<file path="src/hw/rtl/llpt_pkg.sv">
package llpt_pkg;

   localparam int DEFAULT_MAX_WIDTH  = 4096;
   localparam int DEFAULT_MAX_HEIGHT = 4096;

   localparam int SIZE_W      = 13;
   localparam int THRESHOLD_W = 8;
   localparam int HALF_W      = 12;
   localparam int RED_W       = 8;
   localparam int RSP_POS_W   = 12;
   localparam int CSR_INDEX_W = 2;
   localparam int CSR_DATA_W  = 13;

   localparam int QUEUE_DEPTH = 4;

   localparam logic [SIZE_W-1:0]      RESET_FRAME_WIDTH  = 13'd1280;
   localparam logic [SIZE_W-1:0]      RESET_FRAME_HEIGHT = 13'd960;
   localparam logic [THRESHOLD_W-1:0] RESET_RED_THRESHOLD = 8'd100;
   localparam logic [HALF_W-1:0]      RESET_HALF_WIDTH   = 12'd100;

   typedef enum logic [CSR_INDEX_W-1:0] {
      CSR_FRAME_WIDTH  = 2'd0,
      CSR_FRAME_HEIGHT = 2'd1,
      CSR_RED_THRESHOLD = 2'd2,
      CSR_HALF_WIDTH   = 2'd3
   } csr_index_type;

   typedef struct packed {
      logic [SIZE_W-1:0]      frame_width;
      logic [SIZE_W-1:0]      frame_height;
      logic [THRESHOLD_W-1:0] red_threshold;
      logic [HALF_W-1:0]      window_half_width;
   } cfg_type;

   typedef struct packed {
      logic is_hit;
      logic last;
   } flags_type;

   typedef struct packed {
      logic push;
      logic pop;
      logic full;
      logic empty;
   } queue_ctrl_type;

endpackage

</file>
<file path="src/hw/rtl/llpt_req_if.sv">
interface llpt_req_if import llpt_pkg::*; ();
   logic             valid;
   logic             ready;
   logic [RED_W-1:0] red_level;

   modport source (output valid, output red_level, input ready);
   modport sink   (input valid, input red_level, output ready);
endinterface

</file>
<file path="src/hw/rtl/llpt_rsp_if.sv">
interface llpt_rsp_if import llpt_pkg::*; ();
   logic                 valid;
   logic                 ready;
   logic                 is_hit;
   logic [RSP_POS_W-1:0] hit_row;
   logic [RSP_POS_W-1:0] hit_column;
   logic                 frame_done;
   logic [RSP_POS_W-1:0] column_average;
   logic                 no_points;

   modport source (output valid, output is_hit, output hit_row, output hit_column,
                   output frame_done, output column_average, output no_points,
                   input ready);
   modport sink   (input valid, input is_hit, input hit_row, input hit_column,
                   input frame_done, input column_average, input no_points,
                   output ready);
endinterface

</file>
<file path="src/hw/rtl/llpt_front.sv">
module llpt_front import llpt_pkg::*; #(
   parameter int MAX_WIDTH  = DEFAULT_MAX_WIDTH,
   parameter int MAX_HEIGHT = DEFAULT_MAX_HEIGHT,
   localparam int CW     = $clog2(MAX_WIDTH),
   localparam int RW     = (MAX_HEIGHT > 1) ? $clog2(MAX_HEIGHT) : 1,
   localparam int NW     = $clog2(MAX_WIDTH * MAX_HEIGHT + 1),
   localparam int SW     = CW + NW,
   localparam int DATA_W = $bits(flags_type) + RW + CW + SW + NW
) (
   input  logic              clock,
   input  logic              reset,
   llpt_req_if.sink          req_if,
   input  cfg_type           cfg,
   input  logic              queue_full,
   output logic              push,
   output logic [DATA_W-1:0] push_data
);

   localparam int XW = ((CW > HALF_W) ? CW : HALF_W) + 1;

   logic [CW-1:0] col_ff, col_in;
   logic [RW-1:0] row_ff, row_in;
   logic [CW-1:0] left_ff, left_in;
   logic [CW:0]   right_ff, right_in;
   logic [SW-1:0] sum_ff, sum_in;
   logic [NW-1:0] cnt_ff, cnt_in;

   logic          start, accept, hit, col_wrap, row_wrap, last;
   logic [CW:0]   w, col_plus;
   logic [RW:0]   h, row_plus;
   logic [CW-1:0] left_cur, left_new;
   logic [CW:0]   right_cur, right_new;
   logic [SW-1:0] sum_cur;
   logic [NW-1:0] cnt_cur;
   logic [XW-1:0] col_x, hw_x, w_x, reach_x;
   flags_type     flags;

   always_comb begin
      if (cfg.frame_width == '0) begin
         w = (CW+1)'(1);
      end else if ({1'b0, cfg.frame_width} > 14'(MAX_WIDTH)) begin
         w = (CW+1)'(MAX_WIDTH);
      end else begin
         w = (CW+1)'(cfg.frame_width);
      end
      if (cfg.frame_height == '0) begin
         h = (RW+1)'(1);
      end else if ({1'b0, cfg.frame_height} > 14'(MAX_HEIGHT)) begin
         h = (RW+1)'(MAX_HEIGHT);
      end else begin
         h = (RW+1)'(cfg.frame_height);
      end
   end

   assign start     = (col_ff == '0) && (row_ff == '0);
   assign left_cur  = start ? '0 : left_ff;
   assign right_cur = start ? w : right_ff;
   assign sum_cur   = start ? '0 : sum_ff;
   assign cnt_cur   = start ? '0 : cnt_ff;

   assign hit = (col_ff >= left_cur) && ({1'b0, col_ff} < right_cur)
                && (req_if.red_level > cfg.red_threshold);

   assign col_x     = XW'(col_ff);
   assign hw_x      = XW'(cfg.window_half_width);
   assign w_x       = XW'(w);
   assign reach_x   = col_x + hw_x;
   assign right_new = (reach_x > w_x) ? w : (CW+1)'(reach_x);
   assign left_new  = (col_x >= hw_x) ? CW'(col_x - hw_x) : '0;

   assign col_plus = {1'b0, col_ff} + (CW+1)'(1);
   assign row_plus = {1'b0, row_ff} + (RW+1)'(1);
   assign col_wrap = col_plus >= w;
   assign row_wrap = row_plus >= h;
   assign last     = col_wrap && row_wrap;

   assign req_if.ready = !queue_full;
   assign accept       = req_if.valid && !queue_full;

   always_comb begin
      col_in   = col_ff;
      row_in   = row_ff;
      left_in  = left_ff;
      right_in = right_ff;
      sum_in   = sum_ff;
      cnt_in   = cnt_ff;
      if (accept) begin
         left_in  = hit ? left_new : left_cur;
         right_in = hit ? right_new : right_cur;
         sum_in   = hit ? sum_cur + SW'(col_ff) : sum_cur;
         cnt_in   = hit ? cnt_cur + NW'(1) : cnt_cur;
         if (col_wrap) begin
            col_in = '0;
            row_in = row_wrap ? '0 : RW'(row_plus);
         end else begin
            col_in = CW'(col_plus);
         end
      end
   end

   assign flags.is_hit = hit;
   assign flags.last   = last;
   assign push         = accept && (hit || last);
   assign push_data    = {flags, row_ff, col_ff, sum_in, cnt_in};

   always_ff @(posedge clock) begin
      if (reset) begin
         col_ff   <= '0;
         row_ff   <= '0;
         left_ff  <= '0;
         right_ff <= w;
         sum_ff   <= '0;
         cnt_ff   <= '0;
      end else begin
         col_ff   <= col_in;
         row_ff   <= row_in;
         left_ff  <= left_in;
         right_ff <= right_in;
         sum_ff   <= sum_in;
         cnt_ff   <= cnt_in;
      end
   end

endmodule

</file>
<file path="src/hw/rtl/llpt_queue.sv">
module llpt_queue import llpt_pkg::*; #(
   parameter int DATA_W = 8,
   parameter int DEPTH  = QUEUE_DEPTH
) (
   input  logic              clock,
   input  logic              reset,
   input  logic              push,
   input  logic [DATA_W-1:0] push_data,
   input  logic              pop,
   output logic [DATA_W-1:0] pop_data,
   output logic              full,
   output logic              empty
);

   localparam int PW = (DEPTH > 1) ? $clog2(DEPTH) : 1;
   localparam int KW = $clog2(DEPTH + 1);

   logic [DATA_W-1:0] mem_ff [DEPTH];
   logic [PW-1:0]     wr_ptr_ff, wr_ptr_in;
   logic [PW-1:0]     rd_ptr_ff, rd_ptr_in;
   logic [KW-1:0]     count_ff, count_in;
   logic              do_push, do_pop;

   assign full     = count_ff == KW'(DEPTH);
   assign empty    = count_ff == '0;
   assign do_push  = push && !full;
   assign do_pop   = pop && !empty;
   assign pop_data = mem_ff[rd_ptr_ff];

   always_comb begin
      wr_ptr_in = wr_ptr_ff;
      rd_ptr_in = rd_ptr_ff;
      count_in  = count_ff;
      if (do_push) begin
         wr_ptr_in = (wr_ptr_ff == PW'(DEPTH - 1)) ? '0 : wr_ptr_ff + PW'(1);
      end
      if (do_pop) begin
         rd_ptr_in = (rd_ptr_ff == PW'(DEPTH - 1)) ? '0 : rd_ptr_ff + PW'(1);
      end
      if (do_push && !do_pop) begin
         count_in = count_ff + KW'(1);
      end else if (do_pop && !do_push) begin
         count_in = count_ff - KW'(1);
      end
   end

   always_ff @(posedge clock) begin
      if (do_push) begin
         mem_ff[wr_ptr_ff] <= push_data;
      end
   end

   always_ff @(posedge clock) begin
      if (reset) begin
         wr_ptr_ff <= '0;
         rd_ptr_ff <= '0;
         count_ff  <= '0;
      end else begin
         wr_ptr_ff <= wr_ptr_in;
         rd_ptr_ff <= rd_ptr_in;
         count_ff  <= count_in;
      end
   end

endmodule

</file>
<file path="src/hw/rtl/llpt_back.sv">
module llpt_back import llpt_pkg::*; #(
   parameter int MAX_WIDTH  = DEFAULT_MAX_WIDTH,
   parameter int MAX_HEIGHT = DEFAULT_MAX_HEIGHT,
   localparam int CW     = $clog2(MAX_WIDTH),
   localparam int RW     = (MAX_HEIGHT > 1) ? $clog2(MAX_HEIGHT) : 1,
   localparam int NW     = $clog2(MAX_WIDTH * MAX_HEIGHT + 1),
   localparam int SW     = CW + NW,
   localparam int DATA_W = $bits(flags_type) + RW + CW + SW + NW
) (
   input  logic              clock,
   input  logic              reset,
   input  logic [DATA_W-1:0] entry,
   input  logic              q_empty,
   output logic              pop,
   llpt_rsp_if.source        rsp_if
);

   localparam int TW = $clog2(SW + 1);

   typedef enum logic [1:0] {S_IDLE, S_DIV, S_DONE} state_type;

   state_type     state_ff, state_in;
   flags_type     e_flags;
   logic [RW-1:0] e_row;
   logic [CW-1:0] e_col;
   logic [SW-1:0] e_sum;
   logic [NW-1:0] e_cnt;

   logic [NW-1:0] div_cnt_ff, div_cnt_in;
   logic [NW-1:0] rem_ff, rem_in;
   logic [SW-1:0] dq_ff, dq_in;
   logic [TW-1:0] step_ff, step_in;
   flags_type     pend_flags_ff, pend_flags_in;
   logic [RW-1:0] pend_row_ff, pend_row_in;
   logic [CW-1:0] pend_col_ff, pend_col_in;

   logic                 valid_ff, valid_in;
   logic                 is_hit_ff, is_hit_in;
   logic [RSP_POS_W-1:0] row_ff, row_in;
   logic [RSP_POS_W-1:0] col_ff, col_in;
   logic                 done_ff, done_in;
   logic [RSP_POS_W-1:0] avg_ff, avg_in;
   logic                 nopts_ff, nopts_in;

   logic          out_free, needs_div, take_bit;
   logic [NW:0]   rem_shift;

   assign {e_flags, e_row, e_col, e_sum, e_cnt} = entry;

   assign out_free  = !valid_ff || rsp_if.ready;
   assign needs_div = e_flags.last && (e_cnt != '0);
   assign rem_shift = {rem_ff, dq_ff[SW-1]};
   assign take_bit  = rem_shift >= {1'b0, div_cnt_ff};

   always_comb begin
      state_in      = state_ff;
      pop           = 1'b0;
      div_cnt_in    = div_cnt_ff;
      rem_in        = rem_ff;
      dq_in         = dq_ff;
      step_in       = step_ff;
      pend_flags_in = pend_flags_ff;
      pend_row_in   = pend_row_ff;
      pend_col_in   = pend_col_ff;
      valid_in      = valid_ff;
      is_hit_in     = is_hit_ff;
      row_in        = row_ff;
      col_in        = col_ff;
      done_in       = done_ff;
      avg_in        = avg_ff;
      nopts_in      = nopts_ff;

      if (valid_ff && rsp_if.ready) begin
         valid_in = 1'b0;
      end

      unique case (state_ff)
         S_IDLE: begin
            if (!q_empty) begin
               if (needs_div) begin
                  pop           = 1'b1;
                  div_cnt_in    = e_cnt;
                  rem_in        = '0;
                  dq_in         = e_sum;
                  step_in       = TW'(SW);
                  pend_flags_in = e_flags;
                  pend_row_in   = e_row;
                  pend_col_in   = e_col;
                  state_in      = S_DIV;
               end else if (out_free) begin
                  pop       = 1'b1;
                  valid_in  = 1'b1;
                  is_hit_in = e_flags.is_hit;
                  row_in    = e_flags.is_hit ? RSP_POS_W'(e_row) : '0;
                  col_in    = e_flags.is_hit ? RSP_POS_W'(e_col) : '0;
                  done_in   = e_flags.last;
                  avg_in    = '0;
                  nopts_in  = e_flags.last;
               end
            end
         end
         S_DIV: begin
            rem_in  = take_bit ? NW'(rem_shift - {1'b0, div_cnt_ff}) : NW'(rem_shift);
            dq_in   = {dq_ff[SW-2:0], take_bit};
            step_in = step_ff - TW'(1);
            if (step_ff == TW'(1)) begin
               state_in = S_DONE;
            end
         end
         S_DONE: begin
            if (out_free) begin
               valid_in  = 1'b1;
               is_hit_in = pend_flags_ff.is_hit;
               row_in    = pend_flags_ff.is_hit ? RSP_POS_W'(pend_row_ff) : '0;
               col_in    = pend_flags_ff.is_hit ? RSP_POS_W'(pend_col_ff) : '0;
               done_in   = 1'b1;
               avg_in    = RSP_POS_W'(dq_ff);
               nopts_in  = 1'b0;
               state_in  = S_IDLE;
            end
         end
         default: state_in = S_IDLE;
      endcase
   end

   always_ff @(posedge clock) begin
      if (reset) begin
         state_ff <= S_IDLE;
         valid_ff <= 1'b0;
         step_ff  <= '0;
      end else begin
         state_ff <= state_in;
         valid_ff <= valid_in;
         step_ff  <= step_in;
      end
      div_cnt_ff    <= div_cnt_in;
      rem_ff        <= rem_in;
      dq_ff         <= dq_in;
      pend_flags_ff <= pend_flags_in;
      pend_row_ff   <= pend_row_in;
      pend_col_ff   <= pend_col_in;
      is_hit_ff     <= is_hit_in;
      row_ff        <= row_in;
      col_ff        <= col_in;
      done_ff       <= done_in;
      avg_ff        <= avg_in;
      nopts_ff      <= nopts_in;
   end

   assign rsp_if.valid          = valid_ff;
   assign rsp_if.is_hit         = is_hit_ff;
   assign rsp_if.hit_row        = row_ff;
   assign rsp_if.hit_column     = col_ff;
   assign rsp_if.frame_done     = done_ff;
   assign rsp_if.column_average = avg_ff;
   assign rsp_if.no_points      = nopts_ff;

   a_pop_only_idle: assert property (@(posedge clock) disable iff (reset)
      (state_ff != S_IDLE) |-> !pop)
      else $error("queue popped outside idle");

   a_pop_not_empty: assert property (@(posedge clock) disable iff (reset)
      pop |-> !q_empty)
      else $error("pop from empty queue");

   a_div_nonzero: assert property (@(posedge clock) disable iff (reset)
      (state_ff == S_DIV) |-> (div_cnt_ff != '0) && (step_ff != '0))
      else $error("divide running with zero divisor or step");

endmodule

</file>
<file path="src/hw/rtl/laser_line_pixel_tracker.sv">
// Laser line pixel tracker.
// req_if carries one red level per transaction, in raster order; the block
// counts column and row itself against frame_width and frame_height.
// rsp_if carries one transaction for each hit pixel and one for the last
// pixel of each frame (a single transaction when both apply), holding the
// row and column of the hit and, at frame end, the mean hit column or the
// no_points flag.
// The csr_ port writes one register per cycle with csr_write_enable high;
// write it only while no pixel is in flight.
// Throughput: one pixel per cycle while req_if.ready is high. A result passes
// through the queue to the registered rsp_if outputs; the frame-end mean waits
// for the one-bit-per-cycle divider in the back stage.
// A 4-entry queue sits between the pixel classifier and the result stage,
// so pixels keep flowing during the divide or while rsp_if stalls, until
// the queue fills and req_if.ready drops.
// Reset restores the register defaults and starts a new frame at pixel 0.
module laser_line_pixel_tracker import llpt_pkg::*; #(
   parameter int MAX_WIDTH  = DEFAULT_MAX_WIDTH,
   parameter int MAX_HEIGHT = DEFAULT_MAX_HEIGHT
) (
   input  logic                   clock,
   input  logic                   reset,
   llpt_req_if.sink               req_if,
   llpt_rsp_if.source             rsp_if,
   input  logic                   csr_write_enable,
   input  logic [CSR_INDEX_W-1:0] csr_index,
   input  logic [CSR_DATA_W-1:0]  csr_write_data
);

   localparam int CW     = $clog2(MAX_WIDTH);
   localparam int RW     = (MAX_HEIGHT > 1) ? $clog2(MAX_HEIGHT) : 1;
   localparam int NW     = $clog2(MAX_WIDTH * MAX_HEIGHT + 1);
   localparam int SW     = CW + NW;
   localparam int DATA_W = $bits(flags_type) + RW + CW + SW + NW;

   cfg_type           cfg_ff, cfg_in;
   queue_ctrl_type    qc;
   logic [DATA_W-1:0] push_data, pop_data;

   always_comb begin
      cfg_in = cfg_ff;
      if (csr_write_enable) begin
         unique case (csr_index_type'(csr_index))
            CSR_FRAME_WIDTH:   cfg_in.frame_width       = csr_write_data;
            CSR_FRAME_HEIGHT:  cfg_in.frame_height      = csr_write_data;
            CSR_RED_THRESHOLD: cfg_in.red_threshold     = csr_write_data[THRESHOLD_W-1:0];
            CSR_HALF_WIDTH:    cfg_in.window_half_width = csr_write_data[HALF_W-1:0];
            default:           cfg_in = cfg_ff;
         endcase
      end
   end

   always_ff @(posedge clock) begin
      if (reset) begin
         cfg_ff.frame_width       <= RESET_FRAME_WIDTH;
         cfg_ff.frame_height      <= RESET_FRAME_HEIGHT;
         cfg_ff.red_threshold     <= RESET_RED_THRESHOLD;
         cfg_ff.window_half_width <= RESET_HALF_WIDTH;
      end else begin
         cfg_ff <= cfg_in;
      end
   end

   llpt_front #(
      .MAX_WIDTH  (MAX_WIDTH),
      .MAX_HEIGHT (MAX_HEIGHT)
   ) u_front (
      .clock      (clock),
      .reset      (reset),
      .req_if     (req_if),
      .cfg        (cfg_ff),
      .queue_full (qc.full),
      .push       (qc.push),
      .push_data  (push_data)
   );

   llpt_queue #(
      .DATA_W (DATA_W),
      .DEPTH  (QUEUE_DEPTH)
   ) u_queue (
      .clock     (clock),
      .reset     (reset),
      .push      (qc.push),
      .push_data (push_data),
      .pop       (qc.pop),
      .pop_data  (pop_data),
      .full      (qc.full),
      .empty     (qc.empty)
   );

   llpt_back #(
      .MAX_WIDTH  (MAX_WIDTH),
      .MAX_HEIGHT (MAX_HEIGHT)
   ) u_back (
      .clock   (clock),
      .reset   (reset),
      .entry   (pop_data),
      .q_empty (qc.empty),
      .pop     (qc.pop),
      .rsp_if  (rsp_if)
   );

endmodule

</file>
<file path="src/flat_wrapper.sv">
// flat-port wrapper written by rule: the top's interface ports become plain ports
module laser_line_pixel_tracker_flat import llpt_pkg::*;
#(
   parameter int MAX_WIDTH  = DEFAULT_MAX_WIDTH,
   parameter int MAX_HEIGHT = DEFAULT_MAX_HEIGHT
)
  (clock, reset, csr_write_enable, csr_index, csr_write_data, req_if_valid, req_if_red_level, req_if_ready, rsp_if_valid, rsp_if_is_hit, rsp_if_hit_row, rsp_if_hit_column, rsp_if_frame_done, rsp_if_column_average, rsp_if_no_points, rsp_if_ready);
  llpt_req_if req_if_i ();
  llpt_rsp_if rsp_if_i ();
  input  logic clock;
  input  logic reset;
  input  logic csr_write_enable;
  input  logic [CSR_INDEX_W-1:0] csr_index;
  input  logic [CSR_DATA_W-1:0] csr_write_data;
  input wire logic [$bits(req_if_i.valid)-1:0] req_if_valid;
  input wire logic [$bits(req_if_i.red_level)-1:0] req_if_red_level;
  output wire logic [$bits(req_if_i.ready)-1:0] req_if_ready;
  output wire logic [$bits(rsp_if_i.valid)-1:0] rsp_if_valid;
  output wire logic [$bits(rsp_if_i.is_hit)-1:0] rsp_if_is_hit;
  output wire logic [$bits(rsp_if_i.hit_row)-1:0] rsp_if_hit_row;
  output wire logic [$bits(rsp_if_i.hit_column)-1:0] rsp_if_hit_column;
  output wire logic [$bits(rsp_if_i.frame_done)-1:0] rsp_if_frame_done;
  output wire logic [$bits(rsp_if_i.column_average)-1:0] rsp_if_column_average;
  output wire logic [$bits(rsp_if_i.no_points)-1:0] rsp_if_no_points;
  input wire logic [$bits(rsp_if_i.ready)-1:0] rsp_if_ready;
  assign req_if_i.valid = req_if_valid;
  assign req_if_i.red_level = req_if_red_level;
  assign req_if_ready = req_if_i.ready;
  assign rsp_if_valid = rsp_if_i.valid;
  assign rsp_if_is_hit = rsp_if_i.is_hit;
  assign rsp_if_hit_row = rsp_if_i.hit_row;
  assign rsp_if_hit_column = rsp_if_i.hit_column;
  assign rsp_if_frame_done = rsp_if_i.frame_done;
  assign rsp_if_column_average = rsp_if_i.column_average;
  assign rsp_if_no_points = rsp_if_i.no_points;
  assign rsp_if_i.ready = rsp_if_ready;
  laser_line_pixel_tracker #(.MAX_WIDTH(MAX_WIDTH), .MAX_HEIGHT(MAX_HEIGHT)) u_core (.clock(clock), .reset(reset), .req_if(req_if_i), .rsp_if(rsp_if_i), .csr_write_enable(csr_write_enable), .csr_index(csr_index), .csr_write_data(csr_write_data));
endmodule
</file>
<file path="config.mk">
export PLATFORM = sky130hd
export DESIGN_NAME = laser_line_pixel_tracker_flat
export DESIGN_NICKNAME = d
export VERILOG_FILES = /design/src/hw/rtl/llpt_pkg.sv /design/src/hw/rtl/llpt_req_if.sv /design/src/hw/rtl/llpt_rsp_if.sv /design/src/hw/rtl/llpt_front.sv /design/src/hw/rtl/llpt_queue.sv /design/src/hw/rtl/llpt_back.sv /design/src/hw/rtl/laser_line_pixel_tracker.sv /design/src/flat_wrapper.sv
export SDC_FILE = /design/constraint.sdc
export NUM_CORES = 1
export LEC_CHECK = 0
export ABC_AREA = 0
export CAP_MARGIN = 20
export CORE_ASPECT_RATIO = 0.7
export CORE_MARGIN = 2
export CORE_UTILIZATION = 55
export DETAILED_ROUTE_END_ITERATION = 10
export DONT_BUFFER_PORTS = 1
export HOLD_SLACK_MARGIN = 0.06
export PLACE_DENSITY_LB_ADDON = 0.08
export RECOVER_POWER = 25
export SLEW_MARGIN = 20
export SYNTH_ARGS = -nofsm -noshare
export SYNTH_HDL_FRONTEND = slang
export SYNTH_SLANG_ARGS = --single-unit
</file>
<file path="constraint.sdc">
create_clock -name clock -period 9.6 [get_ports clock]
set_clock_uncertainty 0.15 [all_clocks]
set_input_delay 0.48 -clock clock [delete_from_list [all_inputs] [get_ports clock]]
set_output_delay 0.48 -clock clock [all_outputs]
set_load 0.01 [all_outputs]
</file>
==> results.txt, run 1 <==
Final HPWL DP: 50.8 mm
total clock sinks: 678
Synth Area in Compound Gates: 9.63%
Worst setup SP type: flip-flop
Hold Violations, Final: 0
Hold WC Path Type: primary input to flip-flop
fin. max-slew vios: 117
H-tree depth: 3
Clock transition at path regs: 0.06 ns
first-pass GRT wire length: 119 mm
clock latency on the worst-skew pair: 0.61 ns
status: finished, violations left
ant diodes: 0
1st-iter DRT viols: 1,987
fin area: 34,700 um^2
Ports: 69
Pleak: 13.1 nW
async set or reset register ratio after synthesis: 0%
DR pass1 iterations: 5
most frequent cells in the layout: edfxtp_1, nand2_1, dfxtp_1, a21oi_1, ha_1
Ys Warns: 0
Worst EP required: 9.67 ns
critical path's slowest cell: dfxtp_1
worst-path cell chain: clkbuf_1, mux4_2, nor3_1, nand3_1, o21ai_0, or4_1, nand2_2, buf_4
# fillers: 4,448
largest family of logic cells by synthesized area: simple AND/OR/NAND/NOR gates
placed inst area: 32,300 um^2
Seq/Total Area, Yosys: 59.4%
Fin Setup TNS: 0 ns
CTS tree: done
Setup Viol. Count Final: 0
total CTS buffers: 66
Synth Area in Adders: 6.03%
Avg Cell Area, Syn: 12.4 um^2
Via Count: 20,600
Die H: 204 um
EDFF count, synth: 516
pwr dens: 260 nW/um^2
Syn Nets: 2,720
Clock Tree Buf Depth: 3
Most used DFF post-synth: edfxtp_1
XOR/XNOR share of the synthesized area: 2.53%
max-cap viol count: 3
Reg2Reg Depth: 8
Nets: 2,717
PortBufs: 0
Netlist cell types: 77
Largest stage delay, worst path: 2.45 ns
initial antenna violation count: 2
RSZ-0062 raised after global routing: false
commonest non-fill, non-tap cell in the layout: edfxtp_1
gpl congestion: 0.884
Cells after Synth: 2,543
kind of critical path: flip-flop to flip-flop
layout cells sized above 1: 9.60%
mux contribution to synthesized area: 6.95%
failing checks: capacitance limit, slew limit
total wire length: 76.8 mm
Clock Tree Root: clkbuf_16
Post-Synth Simple-Gate Area: 13.0%
vias per inst: 6.17
hold path depth: 4
Detail Route Antenna Nets: 0
Final Cycle Share: 78.5%
crit end category: flip-flop
global route total overflow: 0
WL/cell: 23.0 um
vias in the first global route: 19,900
Max VDD drop: 173 uV
core area: 56,700 um^2
pin count of the biggest net entering global routing: 92
CP Max Fanout: 58
die footprint: 59,300 um^2
CP arrival: 7.61 ns
number of synthesized register bits: 678
crit path time final: 7.53 ns
Max-Slew Margin vs Limit: -109%
Gates resized, CTS repair: 0
Synth Cell Area: 31,600 um^2
remaining routing DRC violations: 0
Core Rows: 73
initial core utilization: 55.6%
Worst Tran Pin Value: 3.14 ns
chip width: 290 um
Tot GR Track Use: 26.1%
FMAX: 133 MHz
area grow syn2layout: 9.86%
-- final cells by class --
class | instances | area, um^2 | area share, %
Multi-Input combinational cell | 1657 | 12000 | 34.8
Sequential cell | 678 | 18700 | 54.1
Inverter | 88 | 332 | 0.957
Clock inverter | 33 | 344 | 0.993
Tap cell | 750 | 938 | 2.71
Clock buffer | 88 | 1870 | 5.39
Timing Repair Buffer | 49 | 390 | 1.13
-- worst paths after layout --
kind / from / end / slack [ns]
max: flip-flop / u_core.u_back.dq_ff[10] / 2.07
min reg2reg: u_core.cfg_ff[16] / u_core.cfg_ff[16] / 0.31
max reg2reg: flip-flop / u_core.u_back.dq_ff[10] / 2.07
min: csr_index[1] / u_core.cfg_ff[33] / 0.1
-- critical path: cells and delay by family (launching register included) --
| kind | cells | cell delay [ns] |
|---|---|---|
| flops | 1 | 2.45 |
| mux | 1 | 0.61 |
| simple gates | 4 | 1.36 |
| compound gates | 1 | 0.18 |
| buf+inv | 2 | 2.23 |
-- kinds of logic (layout without fill, tap and decap cells) --
kind of cell / count (synthesis) / after routing
mux: 109 / 109
flops: 678 / 678
fa+ha+maj: 149 / 149
simple gates: 848 / 848
compound gates: 460 / 460
xor+xnor: 91 / 91
buf+inv: 208 / 258
-- per-layer routing --
layer  routed length, um  part of all wire, %  track usage, %  vias to the layer above
li1                    -                    -               -                     9500
met1               37400                   49            41.0                    10300
met2               31800                   41            37.0                      745
met3                6340                  8.3            5.65                       90
met4                1200                  1.6            5.95                        0
met5                   0                    0               0                        -
-- registers in the layout (all words and copies together) (netlist names), 13 cells and up, named ones only --
name	cells
u_core.u_back.dq_ff	37
u_core.u_front.right_ff	13
u_core.u_front.sum_ff	37
u_core.u_back.div_cnt_ff	25
u_core.cfg_ff	46
u_core.u_queue.mem_ff	352
u_core.u_front.cnt_ff	25
u_core.u_back.rem_ff	25
-- timing repair --
action,in CTS,in global routing
hold buffers,17,0
setup buffers,0,0
endpoints found under the hold margin,105,0
setup endpoints to repair,0,0
-- synth_stat cells, types with 12 or more instances --
cell | number | share of area, %
and2_1 | 71 | 1.4
a211oi_1 | 12 | 0.29
nand2_1 | 366 | 4.4
dfxtp_1 | 162 | 10
o22ai_1 | 12 | 0.24
a21oi_1 | 149 | 2.4
nand2b_1 | 14 | 0.28
or3_1 | 19 | 0.38
mux2i_1 | 21 | 0.67
a31oi_1 | 31 | 0.61
nand4_1 | 35 | 0.69
nor4_1 | 24 | 0.48
buf_2 | 13 | 0.21
nor2_1 | 116 | 1.4
nand3b_1 | 12 | 0.29
o211ai_1 | 12 | 0.29
ha_1 | 144 | 5.7
xor2_1 | 37 | 1.0
nor2b_1 | 22 | 0.44
a21o_1 | 26 | 0.62
nor3_1 | 34 | 0.54
o21ai_0 | 72 | 1.1
xnor2_1 | 54 | 1.5
inv_1 | 86 | 1.0
edfxtp_1 | 516 | 49
a22o_1 | 54 | 1.5
buf_1 | 14 | 0.17
clkbuf_1 | 93 | 1.1
nand3_1 | 56 | 0.89
mux4_2 | 88 | 6.3
and3_1 | 41 | 0.81
-- where the power goes --
part / internal, mW / switching [mW]
combinational: 0.894 / 1.45
clock: 1.52 / 1.13
sequential: 3.72 / 0.284
-- through the flow --
| stage | worst slack [ns] | hold WS [ns] | util (%) | std cells | total power [mW] |
|---|---|---|---|---|---|
| CTS | 2.61 | 0.0656 | 61.2 | 3343 | 9.03 |
| global placement | 2.78 | 0.288 | 57.0 | 3205 | 6.31 |
| global route | 1.56 | 0.0935 | 61.1 | 3343 | 9.44 |
| finish | 2.07 | 0.0959 | 61.1 | 3343 | 9.00 |
| detailed placement | 2.65 | 0.293 | 57.0 | 3205 | 6.36 |
| floorplan | 2.89 | 0.286 | - | 2543 | 5.68 |
Note: power is estimated with default switching activity, not from simulation.
==> run 2, diff against run 1 <==
--- a/config.mk
+++ b/config.mk
@@ -5,7 +5,7 @@
 export SDC_FILE = /design/constraint.sdc
 export NUM_CORES = 1
 export LEC_CHECK = 0
-export ABC_AREA = 0
+export ABC_AREA = 1
 export CAP_MARGIN = 20
 export CORE_ASPECT_RATIO = 0.7
 export CORE_MARGIN = 2
==> constraint.sdc (replaced) <==
create_clock -name clock -period 6.7 [get_ports clock]
set_clock_uncertainty 0.15 [all_clocks]
set_input_delay 0.335 -clock clock [delete_from_list [all_inputs] [get_ports clock]]
set_output_delay 0.335 -clock clock [all_outputs]
set_load 0.01 [all_outputs]
==> results.txt, run 2 <==
crit end category: flip-flop
max-cap viol count: 3 (unchanged)
worst-path cell chain: inv_4, buf_4, nand2_1, nand3_1, nand2_1, nand4_1, nor2_1, nand3_1, nand4_1, clkinv_2
critical path's slowest cell: dfxtp_1
EDFF count, synth: 516 (unchanged)
most frequent cells in the layout: nand2_1, edfxtp_1, nor2_1, inv_1, o21ai_0
max layer used: met4
WL/cell: 18.7 um (-19%)
initial antenna violation count: 1 (-1)
Clock Tree Buf Depth: 3 (unchanged)
Hold WC Path Type: primary input to flip-flop
Via Count: 25,500 (+23%)
smallest hold slack: 0.132 ns (+0.0358 ns)
total clock sinks: 678 (unchanged)
crit path time final: 5.47 ns (-2.06 ns)
area grow syn2layout: 10.1%
RSZ-0062 raised after global routing: false
register area: 18,700 um^2 (unchanged)
Ys Warns: 0 (unchanged)
Hold Violations, Final: 0 (unchanged)
async set or reset register ratio after synthesis: 0% (unchanged)
area of the multi-input gates: 12,600 um^2 (+4.8%)
Fin Setup TNS: 0 ns (unchanged)
die footprint: 62,900 um^2 (+6.0%)
CP bufs+invs: 3 (+1)
DR pass1 iterations: 5 (unchanged)
vias per inst: 5.72 (-7.4%)
total wire length: 83.2 mm (+8.4%)
number of synthesized register bits: 678 (unchanged)
FMAX: 183 MHz (+38%)
fin. max-slew vios: 120 (+2.6%)
H-tree depth: 3 (unchanged)
Largest stage delay, worst path: 1.40 ns (-1.05 ns)
Die H: 210 um (+2.9%)
Final Cycle Share: 81.7% (+3.2 points)
CP Max Fanout: 71 (+22%)
1st-iter DRT viols: 2,540 (+28%)
first-pass GRT wire length: 131 mm (+11%)
Syn Nets: 3,787 (+39%)
Core Rows: 75 (+2.7%)
commonest non-fill, non-tap cell in the layout: nand2_1
Avg Cell Area, Syn: 9.27 um^2 (-25%)
Cells after Synth: 3,610 (+42%)
largest registers: u_core.u_queue.mem_ff: 352 flops, u_core.cfg_ff: 46 flops
Tot GR Track Use: 26.5% (+0.43 points)
ant diodes: 0 (unchanged)
failing checks: capacitance limit, slew limit
Largest Register: u_core.u_queue.mem_ff
most common cell in the netlist: nand2_1
CP top delay family: buffers and inverters
Final HPWL DP: 54.0 mm (+6.4%)
remaining routing DRC violations: 0 (unchanged)
pin count of the biggest net entering global routing: 111 (+21%)
Worst EP required: 6.63 ns (-3.04 ns)
Most used DFF post-synth: edfxtp_1
Seq/Total Area, Yosys: 56.0% (-3.4 points)
Ports: 69 (unchanged)
gpl congestion: 0.925 (+4.6%)
Max VDD drop: 535 uV (+210%)
CTS tree: done
CP arrival: 5.40 ns (-2.21 ns)
met3 wire length: 6.89 mm (+8.7%)
layout cells sized above 1: 4.94% (-4.7 points)
kind of critical path: flip-flop to flip-flop
Max-Slew Margin vs Limit: -18.2% (+91 points)
total CTS buffers: 68 (+3.0%)
most area-hungry cell type in the Yosys netlist: edfxtp_1
Detail Route Antenna Nets: 0 (unchanged)
Netlist cell types: 51 (-34%)
most area-consuming cells after synthesis: edfxtp_1, dfxtp_1, nand2_1
status: finished, violations left
Commonest cells post-synth: nand2_1, edfxtp_1, nor2_1
r2r setup slk: 1.23 ns (-0.84 ns)
core area: 60,100 um^2 (+5.9%)
Clock transition at path regs: 0.06 ns (about the same)
initial core utilization: 55.7% (+0.12 points)
top-area cell type share of the netlist area: 46.3% (-2.8 points)
Pleak: 14.9 nW (+14%)
global route total overflow: 0 (unchanged)
# fillers: 4,986 (+12%)
Worst setup SP type: flip-flop
max reg flops: 352 (unchanged)
wire length on met2: 34.2 mm (+7.7%)
pwr dens: 422 nW/um^2 (+63%)
post-CTS setup buffer count: 0 (unchanged)
clock latency on the worst-skew pair: 0.62 ns (about the same)
chip width: 299 um (+3.0%)
Clock Tree Root: clkbuf_16
PortBufs: 0 (unchanged)
Worst Tran Pin Value: 1.77 ns (-1.37 ns)
Setup Viol. Count Final: 0 (unchanged)
Synth Cell Area: 33,500 um^2 (+6.1%)
Nets: 3,767 (+39%)
WL met1: 40.3 mm (+7.7%)
vias in the first global route: 23,900 (+20%)
==> run 2: cell types whose count changed after synthesis, sizes merged, moves of 54 or more <==
cell   delta
inv     +295
a21oi    +59
nand2   +267
and2     -69
nand3   +145
o21ai   +246
mux4     -88
a22o     -54
nor2    +379
==> run 2: final timing paths <==
kind	from	end	cells past startpoint
setup / recovery	flip-flop	u_core.u_back.div_cnt_ff[5]	10
hold / removal	reset	u_core.cfg_ff[27]	3
setup reg to reg	flip-flop	u_core.u_back.div_cnt_ff[5]	10
hold reg to reg	u_core.cfg_ff[16]	u_core.cfg_ff[16]	2
==> run 2: repair_timing <==
action	CTS	global route
resized for setup	0	0
hold buffers	29	0
endpoints found under the hold margin	159	0
==> run 2: stage by stage <==
stage | instance area [um^2] | util, % | setup WS (ns) | cells | total power [mW]
CTS | 36900 | 61.4 | 1.42 | 4454 | 15.6
global placement | 34200 | 56.9 | 1.44 | 4299 | 11.3
global route | 36900 | 61.4 | 0.694 | 4454 | 16.5
finish | 36900 | 61.4 | 1.23 | 4454 | 15.6
detailed placement | 34200 | 56.9 | 1.43 | 4299 | 11.5
floorplan | 33500 | - | -1.12 | 3610 | 10.0
==> run 2: final cells by class <==
cell class,count,area share [%]
flip-flops and latches,678,50.8
clock buffers,85,5.12
multi-input cells,2388,34.3
inverters,384,3.92
well taps,808,2.74
clock inverters,41,1.42
repair buffers,70,1.70
==> run 2: tightest hold or removal path: stages <==
cell     delay, ns
inv_2         0.02
buf_4         0.34
nand3_1       0.17
==> run 2: cells by family after synthesis <==
family	Yosys count	synth area share, %
and+or+nand+nor	1474	18.5
xor gates and xnor gates	68	1.78
DFF	678	56.0
adders and majority gates	149	5.68
AOI/OAI and AO/OA	697	11.7
buffers and inverters	544	6.45
==> run 2: where the power goes <==
part	switching [mW]	total, mW	internal (mW)	leakage (nW)
clock network	1.68	4.09	2.41	1.17
logic	3.75	5.28	1.53	7.53
registers	0.436	6.19	5.76	6.16
total	5.87	15.6	9.70	14.9
==> run 2: layer usage <==
layer / vias to the layer above / global-route usage [%]
li1: 12300 / -
met1: 12100 / 41.1
met2: 899 / 37.5
met3: 128 / 5.51
met4: 0 / 7.21
met5: - / 0
==> run 3, diff against run 2 <==
==> constraint.sdc (replaced) <==
create_clock -name clock -period 4.65 [get_ports clock]
set_clock_uncertainty 0.15 [all_clocks]
set_input_delay 0.2325 -clock clock [delete_from_list [all_inputs] [get_ports clock]]
set_output_delay 0.2325 -clock clock [all_outputs]
set_load 0.01 [all_outputs]
==> results.txt, run 3 (same netlist as run 2, synthesis figures left out) <==
status: complete, no violations
most frequent cells in the layout: nand2_1, edfxtp_1, nor2_1, inv_1, o21ai_0
FMAX: 225 MHz (+23%)
Hold EP: u_core.u_front.cnt_ff[19]
Crit. Startpoint: u_core.u_front.col_ff[0]
Pleak: 15.0 nW (+1.2%)
kind of critical path: flip-flop to flip-flop
fin. max-slew vios: 0 (-100%)
crit end category: flip-flop
Clock Tree Root: clkbuf_16
r2r setup slk: 0.21 ns (-1.02 ns)
Hold Violations, Final: 0 (unchanged)
total wire length: 85.4 mm (+2.6%)
R2R Path End: u_core.u_queue.count_ff[2]
area grow syn2layout: 11.2%
Setup Viol. Count Final: 0 (unchanged)
# fillers: 5,038 (+1.0%)
Ports: 69 (unchanged)
PortBufs: 0 (unchanged)
largest registers: u_core.u_queue.mem_ff: 352 flops, u_core.cfg_ff: 46 flops
vias per inst: 5.68 (-0.60%)
DR pass1 iterations: 5 (unchanged)
Tot GR Track Use: 26.8% (+0.30 points)
Placed Instances: 4,340 (+0.95%)
CP Max Fanout: 11 (-85%)
Worst setup SP type: flip-flop
first-pass GRT wire length: 133 mm (+0.86%)
CP arrival: 4.84 ns (-0.56 ns)
worst r2r src: u_core.u_front.col_ff[0]
Clock transition at path regs: 0.07 ns (about the same)
max reg flops: 352 (unchanged)
core area: 60,100 um^2 (unchanged)
H-tree depth: 3 (unchanged)
hold_sp: req_if_valid
Largest Register: u_core.u_queue.mem_ff
Worst EP required: 5.05 ns (-1.58 ns)
total clock sinks: 678 (unchanged)
layout cells sized above 1: 7.00% (+2.1 points)
initial core utilization: 55.7% (unchanged)
global route total overflow: 0 (unchanged)
Via Count: 25,600 (+0.56%)
WL/cell: 18.9 um (+1.4%)
Core Rows: 75 (unchanged)
Final HPWL DP: 56.7 mm (+5.0%)
Max-Slew Margin vs Limit: 32.9% (+51 points)
remaining routing DRC violations: 0 (unchanged)
total CTS buffers: 67 (-1.5%)
crit path time final: 4.44 ns (-1.03 ns)
Worst Tran Pin Value: 1.00 ns (-0.769 ns)
Detail Route Antenna Nets: 0 (unchanged)
gpl congestion: 0.913 (-1.3%)
final non-filler cell total: 4,506 (+1.2%)
Nets: 3,822 (+1.5%)
Die H: 210 um (unchanged)
chip width: 299 um (unchanged)
commonest non-fill, non-tap cell in the layout: nand2_1
Reg2Reg Depth: 26 (+16)
Clock Tree Buf Depth: 3 (unchanged)
Hold WC Path Type: primary input to flip-flop
Final Cycle Share: 95.5% (+14 points)
clock latency on the worst-skew pair: 0.62 ns (about the same)
pwr dens: 596 nW/um^2 (+41%)
die footprint: 62,900 um^2 (unchanged)
hold path depth: 4 (+1)
power consumption: 22.2 mW (+43%)
pin count of the biggest net entering global routing: 112 (+0.90%)
area of the multi-input gates: 12,700 um^2 (+0.70%)
max-cap viol count: 0 (-3)
vias in the first global route: 24,100 (+0.65%)
register area: 18,800 um^2 (+0.10%)
initial antenna violation count: 0 (-1)
CTS tree: done
Fin Setup TNS: 0 ns (unchanged)
Max VDD drop: 399 uV (-25%)
1st-iter DRT viols: 2,450 (-3.5%)
ant diodes: 0 (unchanged)
[run 3: changes by cell type in the layout (fill, tap and decap cells not counted), sizes merged]
cell and change:
buf +61, bufinv -7, clkinv -4, clkinvlp +2
dlygate4sd3 +1, inv -2, nand3 +1
[run 3: stage by stage]
step                hold WS (ns)  area, um^2  utilization (%)  setup slack, ns
floorplan                  0.209       33600                -          -0.0252
global placement           0.161       34700             57.7            0.201
detailed placement         0.165       34700             57.7            0.136
CTS                        0.103       37100             61.7            0.119
global route               0.146       37200             62.0          -0.0347
finish                     0.150       37200             62.0            0.208
[run 3: power by group]
part           leakage, nW  internal (mW)  switching (mW)  total [mW]
Clock                 1.02           2.93            2.34        5.27
Sequential            6.13           8.29           0.657        8.95
Combinational         7.88           2.45            5.52        7.98
Total                 15.0           13.7            8.52        22.2
[run 3: per-layer routing]
metal | GRT usage, % | up-vias | share of wire, % | wire, um
met2 | 39.6 | 837 | 42 | 36000
met3 | 4.28 | 116 | 7.6 | 6460
met5 | 0 | - | 0 | 0
met1 | 41.5 | 12200 | 48 | 41300
li1 | - | 12400 | - | -
met4 | 6.34 | 0 | 1.9 | 1600
[run 3: worst max-delay path by stage]
stage / cells past startpoint / endpoint / slack (ns)
floorplan: 22 / u_core.u_queue.mem_ff[0][0] / -0.03
global placement: 26 / u_core.u_queue.count_ff[2] / 0.20
detailed placement: 21 / u_core.u_queue.mem_ff[1][27] / 0.14
CTS: 21 / u_core.u_queue.mem_ff[1][65] / 0.12
global route: 27 / u_core.u_queue.count_ff[2] / -0.03
finish: 26 / u_core.u_queue.count_ff[2] / 0.21
[run 3: timing repair]
item | 4_1_cts | 5_1_grt
hold buffers | 30 | 0
resized for setup | 0 | 12
setup buffers | 0 | 13
setup endpoints to repair | 0 | 606
endpoints found under the hold margin | 161 | 0
[run 3: worst max-delay path: stages (launching register included)]
cell and delay (ns):
dfxtp_4 0.39, inv_4 0.13, ha_4 0.15, nand2_1 0.04
inv_1 0.06, nand2_2 0.06, nor2_4 0.28, nand3_4 0.24
buf_12 0.22, nand2_2 0.06, inv_1 0.04, ha_1 0.27
nand4_1 0.07, or3_1 0.35, nand4_1 0.20, nand3_1 0.16
nor2_4 0.19, nand2_2 0.10, nand2_4 0.14, ha_1 0.15
inv_1 0.06, fa_1 0.38, nor2_1 0.11, nor2_1 0.05
nand2_1 0.08, o21ai_0 0.08, a21oi_1 0.15
[run 3: area by class of cell]
cell class	count	share of cell area, %
clock buffers	92	4.84
clock inverters	30	0.813
well taps	808	2.71
inverters	384	3.92
multi-input cells	2389	34.1
flip-flops and latches	678	50.4
repair buffers	125	3.19
